File: src/hdl/i2cmbe_pkg.sv
// ----------------------------------------------------------------------------
// i2cmbe_pkg
// Shared types and constants of the I2C master bit engine.
// ----------------------------------------------------------------------------
package i2cmbe_pkg;

    localparam int BITS_PER_BYTE = 8;

    localparam int HALF_W    = 16;
    localparam int TIMEOUT_W = 8;
    localparam int CFG_W     = 16;
    localparam int CFG_IDX_W = 1;

    localparam logic [HALF_W-1:0]    HALF_RESET    = 16'd10;
    localparam logic [TIMEOUT_W-1:0] TIMEOUT_RESET = 8'd250;

    // Configuration register indexes.
    localparam logic [CFG_IDX_W-1:0] CFG_HALF_PERIOD = 1'b0;
    localparam logic [CFG_IDX_W-1:0] CFG_ACK_TIMEOUT = 1'b1;

    // Command codes carried by each input transfer.
    typedef enum logic [2:0] {
        CMD_NONE     = 3'd0,
        CMD_START    = 3'd1,
        CMD_STOP     = 3'd2,
        CMD_WRITE    = 3'd3,
        CMD_READ     = 3'd4,
        CMD_WAIT_ACK = 3'd5
    } cmd_t;

    // One input item as unpacked from the stream.
    typedef struct packed {
        logic [2:0] command;
        logic [7:0] write_byte;
        logic       send_ack;
        logic       sda_in;
    } item_t;

    // One result item: line drive and status after a tick.
    typedef struct packed {
        logic       scl_level;
        logic       sda_level;
        logic       sda_enable;
        logic       busy_res;
        logic       done_res;
        logic [7:0] read_data;
        logic       ack_missing;
    } result_t;

endpackage

File: src/hdl/i2cmbe_core.sv
// ----------------------------------------------------------------------------
// i2cmbe_core
// Bus sequencer: advances the I2C waveform state by one tick per step.
// ----------------------------------------------------------------------------
module i2cmbe_core
(
    input  logic                                   clk,
    input  logic                                   rst_n,
    input  logic                                   step,
    input  i2cmbe_pkg::item_t                      item,
    input  logic                                   cfg_we,
    input  logic [i2cmbe_pkg::CFG_IDX_W-1:0]       cfg_index,
    input  logic [i2cmbe_pkg::CFG_W-1:0]           cfg_data,
    output i2cmbe_pkg::result_t                    result
);

    typedef enum logic [2:0] {
        PH_IDLE,
        PH_START,
        PH_STOP,
        PH_WRITE,
        PH_READ,
        PH_ACK,
        PH_TSTOP
    } phase_t;

    typedef struct packed {
        logic scl;
        logic sda;
        logic en;
    } line_t;

    localparam logic [3:0] LAST_BIT = 4'(i2cmbe_pkg::BITS_PER_BYTE);

    phase_t                               phase_reg, phase_next;
    logic [3:0]                           bit_reg, bit_next;
    logic [7:0]                           shift_reg, shift_next;
    logic [i2cmbe_pkg::HALF_W-1:0]        delay_reg, delay_next;
    logic [7:0]                           poll_reg, poll_next;
    line_t                                line_reg, line_next;
    logic [7:0]                           rdata_reg, rdata_next;
    logic                                 miss_reg, miss_next;
    logic                                 done_reg, done_next;
    logic [i2cmbe_pkg::HALF_W-1:0]        half_reg;
    logic [i2cmbe_pkg::TIMEOUT_W-1:0]     timeout_reg;

    logic [i2cmbe_pkg::HALF_W-1:0]        half_eff;
    logic [i2cmbe_pkg::TIMEOUT_W-1:0]     timeout_eff;
    logic [7:0]                           poll_inc;
    logic [3:0]                           bit_inc;

    assign half_eff    = (half_reg == '0) ? i2cmbe_pkg::HALF_W'(1) : half_reg;
    assign timeout_eff = (timeout_reg == '0) ? i2cmbe_pkg::TIMEOUT_W'(1) : timeout_reg;
    assign poll_inc    = poll_reg + 8'd1;
    assign bit_inc     = bit_reg + 4'd1;

    always_ff @(posedge clk or negedge rst_n)
    begin
        if (!rst_n)
        begin
            half_reg    <= i2cmbe_pkg::HALF_RESET;
            timeout_reg <= i2cmbe_pkg::TIMEOUT_RESET;
        end
        else if (cfg_we)
        begin
            case (cfg_index)
                i2cmbe_pkg::CFG_HALF_PERIOD: half_reg    <= cfg_data;
                i2cmbe_pkg::CFG_ACK_TIMEOUT: timeout_reg <= cfg_data[i2cmbe_pkg::TIMEOUT_W-1:0];
                default: ;
            endcase
        end
    end

    always_comb
    begin
        phase_next = phase_reg;
        bit_next   = bit_reg;
        shift_next = shift_reg;
        delay_next = delay_reg;
        poll_next  = poll_reg;
        line_next  = line_reg;
        rdata_next = rdata_reg;
        miss_next  = miss_reg;
        done_next  = done_reg;

        if (step)
        begin
            done_next = 1'b0;
            if (phase_reg == PH_IDLE)
            begin
                bit_next = 4'd0;
                case (i2cmbe_pkg::cmd_t'(item.command))
                    i2cmbe_pkg::CMD_START:
                    begin
                        phase_next = PH_START;
                        line_next  = '{1'b1, 1'b1, 1'b1};
                        delay_next = 16'd1;
                    end
                    i2cmbe_pkg::CMD_STOP:
                    begin
                        phase_next = PH_STOP;
                        line_next  = '{1'b0, 1'b0, 1'b1};
                        delay_next = 16'd1;
                    end
                    i2cmbe_pkg::CMD_WRITE:
                    begin
                        phase_next = PH_WRITE;
                        shift_next = item.write_byte;
                        line_next  = '{1'b0, item.write_byte[7], 1'b1};
                        delay_next = 16'd1;
                    end
                    i2cmbe_pkg::CMD_READ:
                    begin
                        phase_next = PH_READ;
                        shift_next = 8'd0;
                        // The ACK choice rides in the poll counter during a read.
                        poll_next  = {7'd0, item.send_ack};
                        line_next  = '{1'b0, 1'b1, 1'b0};
                        delay_next = 16'd1;
                    end
                    i2cmbe_pkg::CMD_WAIT_ACK:
                    begin
                        phase_next = PH_ACK;
                        poll_next  = 8'd0;
                        miss_next  = 1'b0;
                        line_next  = '{1'b0, 1'b1, 1'b0};
                        delay_next = 16'd1;
                    end
                    default: ;
                endcase
            end
            else if (delay_reg < half_eff)
            begin
                delay_next = delay_reg + 16'd1;
            end
            else if (phase_reg == PH_ACK && bit_reg == 4'd1)
            begin
                // Polling SDA with SCL high.
                if (!item.sda_in)
                begin
                    line_next  = '{1'b0, 1'b1, 1'b0};
                    delay_next = 16'd0;
                    phase_next = PH_IDLE;
                    done_next  = 1'b1;
                end
                else
                begin
                    poll_next = poll_inc;
                    if (poll_inc >= timeout_eff)
                    begin
                        phase_next = PH_TSTOP;
                        bit_next   = 4'd0;
                        line_next  = '{1'b0, 1'b0, 1'b1};
                        delay_next = 16'd1;
                    end
                end
            end
            else
            begin
                case (phase_reg)
                    PH_START:
                    begin
                        if (bit_reg == 4'd0)
                        begin
                            bit_next   = 4'd1;
                            line_next  = '{1'b1, 1'b0, 1'b1};
                            delay_next = 16'd1;
                        end
                        else
                        begin
                            line_next  = '{1'b0, 1'b0, 1'b1};
                            delay_next = 16'd0;
                            phase_next = PH_IDLE;
                            done_next  = 1'b1;
                        end
                    end
                    PH_STOP, PH_TSTOP:
                    begin
                        if (bit_reg == 4'd0)
                        begin
                            bit_next   = 4'd1;
                            line_next  = '{1'b1, 1'b0, 1'b1};
                            delay_next = 16'd1;
                        end
                        else
                        begin
                            if (phase_reg == PH_TSTOP)
                            begin
                                miss_next = 1'b1;
                            end
                            line_next  = '{1'b1, 1'b1, 1'b1};
                            delay_next = 16'd0;
                            phase_next = PH_IDLE;
                            done_next  = 1'b1;
                        end
                    end
                    PH_ACK:
                    begin
                        bit_next   = 4'd1;
                        line_next  = '{1'b1, 1'b1, 1'b0};
                        delay_next = 16'd1;
                    end
                    PH_WRITE:
                    begin
                        if (!line_reg.scl)
                        begin
                            line_next  = '{1'b1, line_reg.sda, 1'b1};
                            delay_next = 16'd1;
                        end
                        else if (bit_inc < LAST_BIT)
                        begin
                            bit_next   = bit_inc;
                            shift_next = {shift_reg[6:0], 1'b0};
                            line_next  = '{1'b0, shift_reg[6], 1'b1};
                            delay_next = 16'd1;
                        end
                        else
                        begin
                            line_next  = '{1'b0, line_reg.sda, 1'b1};
                            delay_next = 16'd0;
                            phase_next = PH_IDLE;
                            done_next  = 1'b1;
                        end
                    end
                    PH_READ:
                    begin
                        if (bit_reg < LAST_BIT)
                        begin
                            if (!line_reg.scl)
                            begin
                                line_next  = '{1'b1, 1'b1, 1'b0};
                                delay_next = 16'd1;
                            end
                            else
                            begin
                                shift_next = {shift_reg[6:0], item.sda_in};
                                bit_next   = bit_inc;
                                delay_next = 16'd1;
                                if (bit_inc < LAST_BIT)
                                begin
                                    line_next = '{1'b0, 1'b1, 1'b0};
                                end
                                else
                                begin
                                    line_next = '{1'b0, ~poll_reg[0], 1'b1};
                                end
                            end
                        end
                        else if (!line_reg.scl)
                        begin
                            line_next  = '{1'b1, line_reg.sda, 1'b1};
                            delay_next = 16'd1;
                        end
                        else
                        begin
                            rdata_next = shift_reg;
                            line_next  = '{1'b0, line_reg.sda, 1'b1};
                            delay_next = 16'd0;
                            phase_next = PH_IDLE;
                            done_next  = 1'b1;
                        end
                    end
                    default:
                    begin
                        phase_next = PH_IDLE;
                    end
                endcase
            end
        end
    end

    always_ff @(posedge clk or negedge rst_n)
    begin
        if (!rst_n)
        begin
            phase_reg <= PH_IDLE;
            bit_reg   <= 4'd0;
            shift_reg <= 8'd0;
            delay_reg <= '0;
            poll_reg  <= 8'd0;
            line_reg  <= '{1'b1, 1'b1, 1'b0};
            rdata_reg <= 8'd0;
            miss_reg  <= 1'b0;
            done_reg  <= 1'b0;
        end
        else
        begin
            phase_reg <= phase_next;
            bit_reg   <= bit_next;
            shift_reg <= shift_next;
            delay_reg <= delay_next;
            poll_reg  <= poll_next;
            line_reg  <= line_next;
            rdata_reg <= rdata_next;
            miss_reg  <= miss_next;
            done_reg  <= done_next;
        end
    end

    assign result = '{
        scl_level:   line_reg.scl,
        sda_level:   line_reg.sda,
        sda_enable:  line_reg.en,
        busy_res:    (phase_reg != PH_IDLE),
        done_res:    done_reg,
        read_data:   rdata_reg,
        ack_missing: miss_reg
    };

    // A completed command always leaves the sequencer idle.
    a_done_idle: assert property (@(posedge clk) disable iff (!rst_n)
        done_reg |-> (phase_reg == PH_IDLE))
        else $error("done raised while a command is still running");

    // The bit counter never passes one byte.
    a_bit_range: assert property (@(posedge clk) disable iff (!rst_n)
        bit_reg <= LAST_BIT)
        else $error("bit counter beyond byte length");

    // Without a step the bus state holds.
    a_hold: assert property (@(posedge clk) disable iff (!rst_n)
        !step |=> ($stable(phase_reg) && $stable(line_reg) && $stable(delay_reg)))
        else $error("state changed without a step");

    // Taking a wait-ack command clears the missing-ACK flag.
    a_ack_clear: assert property (@(posedge clk) disable iff (!rst_n)
        (step && phase_reg == PH_IDLE && item.command == i2cmbe_pkg::CMD_WAIT_ACK)
        |=> !miss_reg)
        else $error("ack_missing not cleared by wait ack");

    // done lasts exactly one step.
    a_done_pulse: assert property (@(posedge clk) disable iff (!rst_n)
        (done_reg && step) |=> !done_reg)
        else $error("done held over two steps");

endmodule

File: src/hdl/i2c_master_bit_engine.sv
// ----------------------------------------------------------------------------
// i2c_master_bit_engine
// I2C master that produces SCL/SDA waveforms, one transfer per timer tick.
// ----------------------------------------------------------------------------
// Each input transfer is one tick of the bus timer. It carries an optional
// command (start, stop, write byte, read byte, wait for ACK) and the SDA level
// sampled on the bus. Every accepted input transfer produces exactly one
// output transfer with the SCL level, the SDA drive and enable, busy, a
// one-tick done pulse, the last read byte and the ACK-missing flag.
// The sequencer state registers double as the output register, so the
// result is valid on the cycle after the input transfer is accepted.
// s_axis_tready stays high while the result is taken or the output is empty,
// so a new tick is accepted every cycle (one transfer per cycle) unless the
// receiver stalls; a stalled receiver holds the input off by one stage and
// nothing is lost or repeated. Reset leaves the engine idle with SCL high,
// SDA released and both delay registers at their defaults (half period 10
// ticks, ACK timeout 250 polls). Configuration is to be written by the user
// through cfg_we/cfg_index/cfg_data only while idle; the block does not check.
// ----------------------------------------------------------------------------
module i2c_master_bit_engine
(
    input  logic                                clk,
    input  logic                                rst_n,
    // command[2:0], write_byte[10:3], send_ack[11], sda_in[12]
    input  logic [15:0]                         s_axis_tdata,
    input  logic                                s_axis_tvalid,
    output logic                                s_axis_tready,
    // scl_level[0], sda_level[1], sda_enable[2], busy_res[3], done_res[4],
    // read_data[12:5], ack_missing[13]
    output logic [15:0]                         m_axis_tdata,
    output logic                                m_axis_tvalid,
    input  logic                                m_axis_tready,
    input  logic                                cfg_we,
    input  logic [i2cmbe_pkg::CFG_IDX_W-1:0]    cfg_index,
    input  logic [i2cmbe_pkg::CFG_W-1:0]        cfg_data
);

    logic                   out_valid_reg, out_valid_next;
    logic                   step;
    i2cmbe_pkg::item_t      item;
    i2cmbe_pkg::result_t    result;

    // A transfer is taken whenever the output slot is free or being drained.
    assign s_axis_tready = !out_valid_reg || m_axis_tready;
    assign step          = s_axis_tvalid && s_axis_tready;

    assign item = '{
        command:    s_axis_tdata[2:0],
        write_byte: s_axis_tdata[10:3],
        send_ack:   s_axis_tdata[11],
        sda_in:     s_axis_tdata[12]
    };

    i2cmbe_core u_core
    (
        .clk       (clk),
        .rst_n     (rst_n),
        .step      (step),
        .item      (item),
        .cfg_we    (cfg_we),
        .cfg_index (cfg_index),
        .cfg_data  (cfg_data),
        .result    (result)
    );

    always_comb
    begin
        if (step)
        begin
            out_valid_next = 1'b1;
        end
        else if (m_axis_tready)
        begin
            out_valid_next = 1'b0;
        end
        else
        begin
            out_valid_next = out_valid_reg;
        end
    end

    always_ff @(posedge clk or negedge rst_n)
    begin
        if (!rst_n)
        begin
            out_valid_reg <= 1'b0;
        end
        else
        begin
            out_valid_reg <= out_valid_next;
        end
    end

    assign m_axis_tvalid = out_valid_reg;
    assign m_axis_tdata  = {2'b00, result.ack_missing, result.read_data,
                            result.done_res, result.busy_res, result.sda_enable,
                            result.sda_level, result.scl_level};

endmodule

File: config.mk
export PLATFORM = sky130hd
export DESIGN_NAME = i2c_master_bit_engine
export DESIGN_NICKNAME = d
export VERILOG_FILES = /design/src/hdl/i2cmbe_pkg.sv /design/src/hdl/i2cmbe_core.sv /design/src/hdl/i2c_master_bit_engine.sv
export SDC_FILE = /design/constraint.sdc
export NUM_CORES = 1
export LEC_CHECK = 0
export BUFFER_PORTS_ARGS = -buffer_cell sky130_fd_sc_hd__buf_2
export CAP_MARGIN = 10
export CORE_MARGIN = 8
export CORE_UTILIZATION = 30
export DETAILED_ROUTE_END_ITERATION = 7
export GPL_TIMING_DRIVEN = 0
export PLACE_DENSITY_LB_ADDON = 0.25
export RECOVER_POWER = 25
export SYNTH_ARGS = -nofsm -noshare
export SYNTH_HDL_FRONTEND = slang
export SYNTH_HIERARCHICAL = 1
export SYNTH_SLANG_ARGS = --single-unit
File: constraint.sdc
create_clock -name clk -period 4.76 [get_ports clk]
set_clock_uncertainty 0.15 [all_clocks]
set_input_delay 0.714 -clock clk [delete_from_list [all_inputs] [get_ports clk]]
set_output_delay 0.714 -clock clk [all_outputs]
set_load 0.01 [all_outputs]
Word level (Yosys, flattened, before mapping)
Index checks and enable logic that the tools add are counted.
W data, S select, Z words.
{ "word_totals": {"ram_bits": 0, "inputBits": 38, "register_bits": 77, "latch_bits": 0, "romBits": 0, "memories": 0} }
{ "op_classes": {"n_eq_ne": 38, "n_shift": 0, "reduce_logical": 33, "muxes": 85, "n_bitwise": 6, "add_sub_neg": 3, "mul": 0, "order_cmp": 4, "div": 0} }
{ "op_table": {"columns": ["op", "n"], "rows": [
  ["$mux W16", 9],
  ["$mux W8", 12],
  ["$pmux W16 S4", 1],
  ["$mux W3", 20],
  ["$pmux W8 S2", 3],
  ["$mux W4", 10],
  ["$pmux W3 S5", 2],
  ["$pmux W3 S4", 2],
  ["$mux W1", 21],
  ["$ne A4 B1 Y1 const B", 5],
  ["$reduce_and A10 Y1", 2],
  ["$add A16 B1 Y16 const B", 1],
  ["$logic_not A16 Y1", 1],
  ["$lt A16 B16 Y1", 1],
  ["$pmux W4 S4", 1],
  ["$eq A3 B3 Y1 const B", 5],
  ["$reduce_and A7 Y1", 2],
  ["$reduce_bool A7 Y1", 2],
  ["$eq A3 B2 Y1 const B", 4],
  ["$ne A3 B1 Y1 const B", 4],
  ["$ne A4 B2 Y1 const B", 3],
  ["$reduce_and A5 Y1", 2],
  ["$reduce_bool A2 Y1", 5],
  ["$ne A3 B2 Y1 const B", 3],
  ["other kinds (31)", 48]
]} }

Logic depth before layout (Yosys ltp)
Gate-level depths: netlist of run 1.
{ "logic_depth": {"word_depth": 9, "depth_mapped": 12} }

Cells and area by module
Netlist of run 1, hierarchy kept.
{ "modules_own_cells": {"columns": ["mod", "cells_each", "area_per_inst_um2", "instances", "seq_area_each_um2"], "rows": [
  ["i2cmbe_core", 503, 4745.8, 1, 1914.3],
  ["i2c_master_bit_engine", 7, 72.6, 1, 25.0]
]} }

Worst setup path before layout of run 1
No wires, ideal clock.
{ "synth_path": {"path_kind": "reg2reg", "start": "register u_core.poll_reg[0]", "end": "register u_core/delay_reg[0] in the netlist's numbering", "slack_ns": 1.846, "t_required_ns": 4.491, "setup_ns": 0.119, "path_stages_with_launch": 13, "arrival_time_ns": 2.645, "cell_sequence": "dfrtp_1 -> ha_1 -> nand3_1 -> xnor2_1 -> ha_1 -> a21o_1 -> a21oi_1 -> o21ai_0 -> a311o_1 -> a32oi_4 -> buf_6 -> mux2i_1 -> and2_1"} }
{ "synth_via": {"elab_chain_cells": 4} }
{ "synth_rtl": {"columns": ["element", "line_no", "source"], "rows": [
  ["start: declaration", "i2cmbe_core.sv:39", "logic [7:0] poll_reg, poll_next;"],
  ["start signal: assignment", "i2cmbe_core.sv:292", "poll_reg <= poll_next;"],
  ["$add A8 B1 Y8", "i2cmbe_core.sv:54", "assign poll_inc = poll_reg + 8'd1;"],
  ["$ge A8 B8 Y1", "i2cmbe_core.sv:149", "if (poll_inc >= timeout_eff)"],
  ["$ne A5 B3 Y1 (no line)", null, null],
  ["$reduce_and A4 Y1 (no line)", null, null],
  ["end signal: assignment", "i2cmbe_core.sv:291", "delay_reg <= delay_next;"],
  ["end: declaration", "i2cmbe_core.sv:38", "logic [i2cmbe_pkg::HALF_W-1:0] delay_reg, delay_next;"]
]} }
Every way passes these cells.
A chain may end at the register's enable or synchronous reset.

Final worst setup path of run 1
Same ends and word-level chain as after synthesis.

==> out/results.env, run 1 <==
DIE_H_UM=143
MAX_SLEW_MARGIN=0.458
MAX_CAP_VIOLATIONS=0
GROUTE.LAYER.MET2.USAGE=0.215
STD_CELL_ROWS=46
YOSYS.AREA_SHARE.SIMPLE=0.179
BUFFERS_INSERTED_DURING_POST_CTS_SETUP_OPTIMIZATION=0
SYNTH_WARNINGS=6
PIN_COUNT_OF_THE_BIGGEST_NET_ENTERING_GLOBAL_ROUTING=66
AREAGROWTHSYNTHTOFINISH_PCT=18.5
WORST_PIN_SLEW_NS=0.813
DIE_WIDTH_UM=143
SYNTH_AREA_LEADER_CELL='dfrtp_1'
CTS_HOLD_REPAIR.BUFFERS=0
DRC=0
TIMING.FINAL.HOLD_VIOLATIONS=0
CELLPOWERDENSITY_nW_PER_UM2=511
SETUP_VIOL=0
CTS-ROOT-BUF='clkbuf_16'
NETS=642
GLOBALROUTEMET1UTIL=0.169
TIMING.CRITICAL_PATH.FANOUT_MAX=10
WORSTPATHARRIVAL_NS=3.51
SYNTH.CELL_AREA_SQ_UM=4820
FINAL_MIN_PERIOD_OVER_CLOCK_PERIOD=0.720
POSTROUTEWIRELENGTH_MM=12.8
GRT_SETUP_UNREPAIRED='false'
CP_MAX_STAGE_DELAY_NS=0.51
SHARE_OF_FINAL_LAYOUT_STANDARD_CELLS_STRONGER_THAN_DRIVE_STRENGTH_1=0.223
FINALCRITICALPERIOD_NS=3.43
ASYNCSETRESETFLOPFRACSYNTH=1.00
SEQUENTIAL_AREA_SHARE_AFTER_SYNTHESIS=0.402
FINAL_DESIGN_AREA_NO_FILL_SQ_UM=5710
SYNTH-XOR-AREA-SHARE=0.0127
STATIC-LEAKAGE-POWER_nW=2.68
SYNTH_CELLS=510
SYNTH.AVG_CELL_AREA_SQ_UM=9.45
WL_PER_CELL_UM=16.1
NUMBER_OF_ENABLE_FLIP_FLOP_CELLS_AFTER_SYNTHESIS=0
PLACE_HPWL_MM=9.68
CLOCK_TREE.BUFFER_DEPTH=2
HOLD_PATH.CLASS='primary input to asynchronous set/reset pin'
HTREE_LEVELS=3
POST_SYNTHESIS_REGISTER_BIT_COUNT=77
GLOBAL_ROUTING_USAGE_ON_MET3=0.0224
ANTENNA-DIODE-COUNT=0
TOTALPOWERFINAL_mW=2.92
GP_ROUTABILITY_CONGESTION=0.905
TIMING.CRITICAL_PATH.FROM_TYPE='flop'
PLACE_INST=778
GRT_FIRST_PASS_WIRELENGTH_MM=21.2
SYNTHMUXAREASHARE=0.0737
PATH_CELLS='ha_1 > nand3_1 > xnor2_1 > ha_1 > a21o_1 > a21oi_1 > o21ai_0 > a311o_1 > a32oi_4 > buf_6 > mux2i_1 > and2_1'
VDD.IR_DROP.WORST_mV=0.199
CPLARGESTDELAYFAMILY='compound AO/OA/AOI/OAI gates'
FINAL_UTIL=0.362
STATUS='finished clean'
FIRST_GLOBAL_VIAS=4120
SYNTH_FA_HA_AREA_FRAC=0.0805
SETUP.WORST_PATH.END='u_core/delay_reg[0]'
CRIT_CELLS=12
CTS-BUFFERS-INSERTED=9
ROUTE.DETAILED.VIAS_PER_INST=5.10
FIN_CELLS=794
DATA_REQUIRED_CRITICAL_PATH_NS=4.84
YOSYS-TOP-CELLS-AREA='dfrtp_1 35%, ha_1 8.0%, mux2_2 6.5%'
CRITICAL_PATH_BUF_INV_COUNT=1
CTS.CLK_SLEW.WORST_PATHS_NS=0.06
CP-STARTPOINT='u_core/poll_reg[0]'
ANT_NETS=0
SYNTH.DISTINCT_CELLS=67
COUNT_OF_PINS_OVER_THEIR_SLEW_LIMIT=0
CRIT_TOP_CELL='ha_1'
DIE_AREA_SQ_UM=20400
TIMING.REG2REG.WORST_PATH_DEPTH=12
YS_DOMINANT_REG_CELL='dfrtp_1'
CTS_RESIZED=0
GRT_USE_TOTAL=0.130
SETUP-TNS-FINAL_NS=0
CTS_SINKS=77
GRT.OVERFLOW.TOTAL=0
TOP_USAGE_LAYER='met2'
DETAIL_ROUTE.FIRST_PASS.ITERATIONS=5
WORST_SKEW_PAIR.LATE_LATENCY_NS=0.34
WORST_R2R_ENDPOINT='u_core/delay_reg[0]'
INITIAL_CORE_UTIL=0.306
RRSETUPSLACK_NS=1.33
SYNTH_TOP_FAMILY_BY_AREA='compound AO/OA/AOI/OAI gates'
SYNTH_COMPOUND_AREA_FRAC=0.196
CRITICAL_PATH.SLOWEST_CELL='dfrtp_1'
YOSYS.AREA.TOP_TYPE_SHARE=0.348
TOP_LEVEL_PORTS=56
FINAL_COMMON_CELL='dfrtp_1'
DRT_ITER0_MARKERS=397
CTS_TREE='yes'
PLACEABLECOREAREA_SQ_UM=15800
PLACED_CELL_AREA_SQ_UM=5370
CRITPATHCAPTURETYPE='flop'
GRT_ANTENNA_BEFORE_REPAIR=0
ACHIEVABLE-FREQUENCY_MHz=292
DETAILROUTE.VIA_COUNT=4051
PATH_CLASS='flop to flop'
RR_STARTPOINT='u_core/poll_reg[0]'
MOSTFREQUENTLAYOUTCELLS='67 x dfrtp_1, 52 x buf_2, 47 x nand2_1'
PORT-BUFFER-COUNT=50
metrics by stage:
stage          setup slack [ns]  hold WS [ns]
2_1_floorplan              1.85         0.268
3_5_place_dp               1.31         0.341
4_1_cts                    1.28        0.0619
5_1_grt                    1.02         0.358
6_report                   1.33         0.288
3_3_place_gp               1.31         0.340
synth_stat cells, types with 2 or more instances:
master    instances
inv_1            36
nor3b_1           4
o21a_1            2
dfrtp_1          67
a31o_2            2
or3b_2            2
clkbuf_1         12
xnor2_1           4
nor2b_1           3
or3_1             2
nand3_1          22
a31oi_1           6
o211ai_1          3
buf_4             7
mux2_2           28
nor3_1            7
xor2_1            3
o22ai_1           2
o21ai_0          39
nand2_1          47
and3_1            8
buf_2             3
nand4_1           9
nand2b_1          5
ha_1             31
and2_1            5
a211oi_1          4
mux2i_1           4
a22o_1           22
o31ai_1           4
a21o_1           14
a311oi_1          2
nand3b_1          5
a21oi_1          21
dfstp_2          10
nor4_1            5
nor2_1           30
worst reg2reg max path: cells and delay by family (launching register included):
family / cells / cell delay (ns)
AOI/OAI and AO/OA: 5 / 1.27
adders and majority gates: 2 / 0.57
DFF: 1 / 0.51
and+or+nand+nor: 2 / 0.32
xor gates and xnor gates: 1 / 0.21
buffers and inverters: 1 / 0.20
muxes: 1 / 0.08
layout make-up:
type / instances / area, sq um
Buffer: 24 / 129
Clock inverter: 5 / 108
Fill cell: 1630 / 10100
Sequential cell: 77 / 1940
Tap cell: 216 / 270
Clock buffer: 11 / 243
Timing Repair Buffer: 51 / 277
Inverter: 36 / 135
Multi-Input combinational cell: 374 / 2610
where the power goes:
part	total, mW	internal (mW)	switching, mW
sequential	0.931	0.803	0.127
combinational	1.17	0.473	0.698
clock	0.818	0.529	0.289
worst min path at each step:
stage / endpoint / cells past startpoint / start
after floorplan: m_axis_tvalid / 0 / rst_n
after global placement: u_core/rdata_reg[6] / 1 / u_core/rdata_reg[6]
after detailed placement: u_core/rdata_reg[6] / 1 / u_core/rdata_reg[6]
after CTS: u_core/rdata_reg[5] / 1 / rst_n
after global routing: u_core/rdata_reg[5] / 1 / rst_n
final: u_core/rdata_reg[5] / 1 / rst_n
kinds of logic after synthesis:
family,count (synthesis)
mux,32
other cells,1
flops,77
buf+inv,60
xor+xnor,7
compound gates,136
fa+ha+maj,31
simple gates,166
layer usage:
metal	vias to the layer above	wire [um]
li1	1969	-
met1	1987	6070
met2	85	6110
met3	10	477
met4	0	146
met5	-	0
No activity file was read; power rests on OpenSTA's default activity.
==> inputs of run 2 (changes only) <==
clock period = 3.3 ns   (was 4.76 ns; I/O delays follow)
==> out/results.env, run 2 (synthesized netlist as in run 1, its figures left out) <==
TIMING.FINAL.HOLD_VIOLATIONS=0  # unchanged
DATA_REQUIRED_CRITICAL_PATH_NS=3.38  # -1.46 ns
MAX_CAP_VIOLATIONS=0  # unchanged
SHARE_OF_FINAL_LAYOUT_STANDARD_CELLS_STRONGER_THAN_DRIVE_STRENGTH_1=0.237  # +0.0135
WORSTPATHARRIVAL_NS=3.13  # -0.38 ns
DIE_AREA_SQ_UM=20400  # unchanged
MAX_SLEW_MARGIN=0.453  # -0.00550
GP_ROUTABILITY_CONGESTION=0.905  # unchanged
STD_CELL_ROWS=46  # unchanged
FINAL_UTIL=0.367  # +0.00500
CTS_TREE='yes'
ANT_NETS=0  # unchanged
WORST_PIN_SLEW_NS=0.821  # +0.00824 ns
AREAGROWTHSYNTHTOFINISH_PCT=20.2
CELLPOWERDENSITY_nW_PER_UM2=737  # +44%
GRT.OVERFLOW.TOTAL=0  # unchanged
DRT_ITER0_MARKERS=336  # -15%
CP-STARTPOINT='u_core/poll_reg[1]'
ANTENNA-DIODE-COUNT=0  # unchanged
PLACE_INST=778  # unchanged
CRITPATHCAPTURETYPE='flop'
RR_STARTPOINT='u_core/poll_reg[1]'
GRT_USE_TOTAL=0.130  # unchanged
COUNT_OF_PINS_OVER_THEIR_SLEW_LIMIT=0  # unchanged
FIN_CELLS=799  # +0.63%
GRT_SETUP_UNREPAIRED='false'
PATH_CLASS='flop to flop'
PORT-BUFFER-COUNT=50  # unchanged
FINALCRITICALPERIOD_NS=3.06  # -0.373 ns
POSTROUTEWIRELENGTH_MM=12.9  # +0.44%
GRT_FIRST_PASS_WIRELENGTH_MM=21.2  # about the same
PIN_COUNT_OF_THE_BIGGEST_NET_ENTERING_GLOBAL_ROUTING=66  # unchanged
HOLD_PATH.CLASS='primary input to flop'
INITIAL_CORE_UTIL=0.306  # unchanged
CTS-ROOT-BUF='clkbuf_16'
TOTALPOWERFINAL_mW=4.27  # +46%
CTS.CLK_SLEW.WORST_PATHS_NS=0.07  # about the same
CTS_SINKS=77  # unchanged
WL_PER_CELL_UM=16.1  # -0.19%
TIMING.CRITICAL_PATH.FANOUT_MAX=4  # -6
VDD.IR_DROP.WORST_mV=0.296  # +49%
GRT_ANTENNA_BEFORE_REPAIR=0  # unchanged
FINAL_MIN_PERIOD_OVER_CLOCK_PERIOD=0.926  # +0.206
DRC=0  # unchanged
STATUS='finished clean'
PLACE_HPWL_MM=9.68  # unchanged
ROUTE.DETAILED.VIAS_PER_INST=5.11  # about the same
STATIC-LEAKAGE-POWER_nW=2.70  # +0.77%
SEQ_CELL_AREA_SQ_UM=1940  # about the same
SETUP-TNS-FINAL_NS=0  # unchanged
AREA_TAKEN_BY_MULTI_INPUT_LOGIC_GATES_SQ_UM=2650  # +1.5%
FILL_CELLS=1624  # -0.37%
DETAIL_ROUTE.FIRST_PASS.ITERATIONS=4  # -1
HTREE_LEVELS=3  # unchanged
CLOCK_TREE.BUFFER_DEPTH=2  # unchanged
DIE_H_UM=143  # unchanged
PLACEABLECOREAREA_SQ_UM=15800  # unchanged
HOLD_START='s_axis_tvalid'
FINAL_COMMON_CELL='dfrtp_1'
SETUP_VIOL=0  # unchanged
WORST_SKEW_PAIR.LATE_LATENCY_NS=0.34  # about the same
ACHIEVABLE-FREQUENCY_MHz=327  # +12%
FIRST_GLOBAL_VIAS=4129  # +0.22%
DETAILROUTE.VIA_COUNT=4079  # +0.69%
NETS=647  # +0.78%
TIMING.CRITICAL_PATH.FROM_TYPE='flop'
TOP_LEVEL_PORTS=56  # unchanged
CTS-BUFFERS-INSERTED=9  # unchanged
MOSTFREQUENTLAYOUTCELLS='66 x dfrtp_1, 51 x buf_2, 47 x nand2_1'
DIE_WIDTH_UM=143  # unchanged
## run 2: cell type report
type | instances | share of cell area
Clock buffer | 11 | 0.0419
Sequential cell | 77 | 0.335
Inverter | 36 | 0.0233
Buffer | 24 | 0.0223
Timing Repair Buffer | 56 | 0.0545
Multi-Input combinational cell | 374 | 0.458
Clock inverter | 5 | 0.0186
Tap cell | 216 | 0.0467
## run 2: worst max-delay path, stage by stage (launching register included)
cell	delay (ns)
dfrtp_1	0.41
ha_2	0.24
nand3_1	0.12
xnor2_1	0.17
ha_1	0.30
a21o_1	0.11
a21oi_1	0.06
o21ai_1	0.16
a311o_1	0.34
nand2_1	0.16
or4_1	0.57
and2_1	0.16
## run 2: final timing paths
check | slack (ns) | depth (start not counted) | to
setup / recovery | 0.24 | 11 | u_core/delay_reg[0]
max in group asynchronous | 1.51 | 3 | u_core/timeout_reg[7]
setup reg to reg | 0.24 | 11 | u_core/delay_reg[0]
hold reg to reg | 0.35 | 1 | u_core/rdata_reg[4]
min in group asynchronous | 0.63 | 2 | u_core/rdata_reg[5]
hold / removal | 0.21 | 2 | m_axis_tvalid
## run 2: per-stage QoR
stage | hold WS, ns | instance area, sq um | worst slack (ns)
3_3_place_gp | 0.340 | 5340 | -0.149
6_report | 0.211 | 5790 | 0.244
5_1_grt | 0.203 | 5790 | 0.0520
3_5_place_dp | 0.210 | 5370 | -0.146
4_1_cts | 0.200 | 5740 | 0.0209
2_1_floorplan | 0.0494 | 4820 | 0.386
## run 2: timing repair
action                                 CTS  global route
endpoints found under the hold margin   12             0
cloned                                   0             0
hold buffers                             1             0
setup endpoints to repair               12            25
buffers inserted                         1             3
pin swaps                                1             1
resized for setup                        1             7
## run 2: power by group
group          internal [mW]  switching (mW)
Sequential              1.16           0.179
Combinational          0.713            1.04
Clock                  0.763           0.416
Total                   2.64            1.63
## run 2: layer usage
layer,wire (um),global-route usage
met2,6110,0.215
met4,166,0.0414
met3,383,0.0224
met5,0,0
met1,6200,0.169
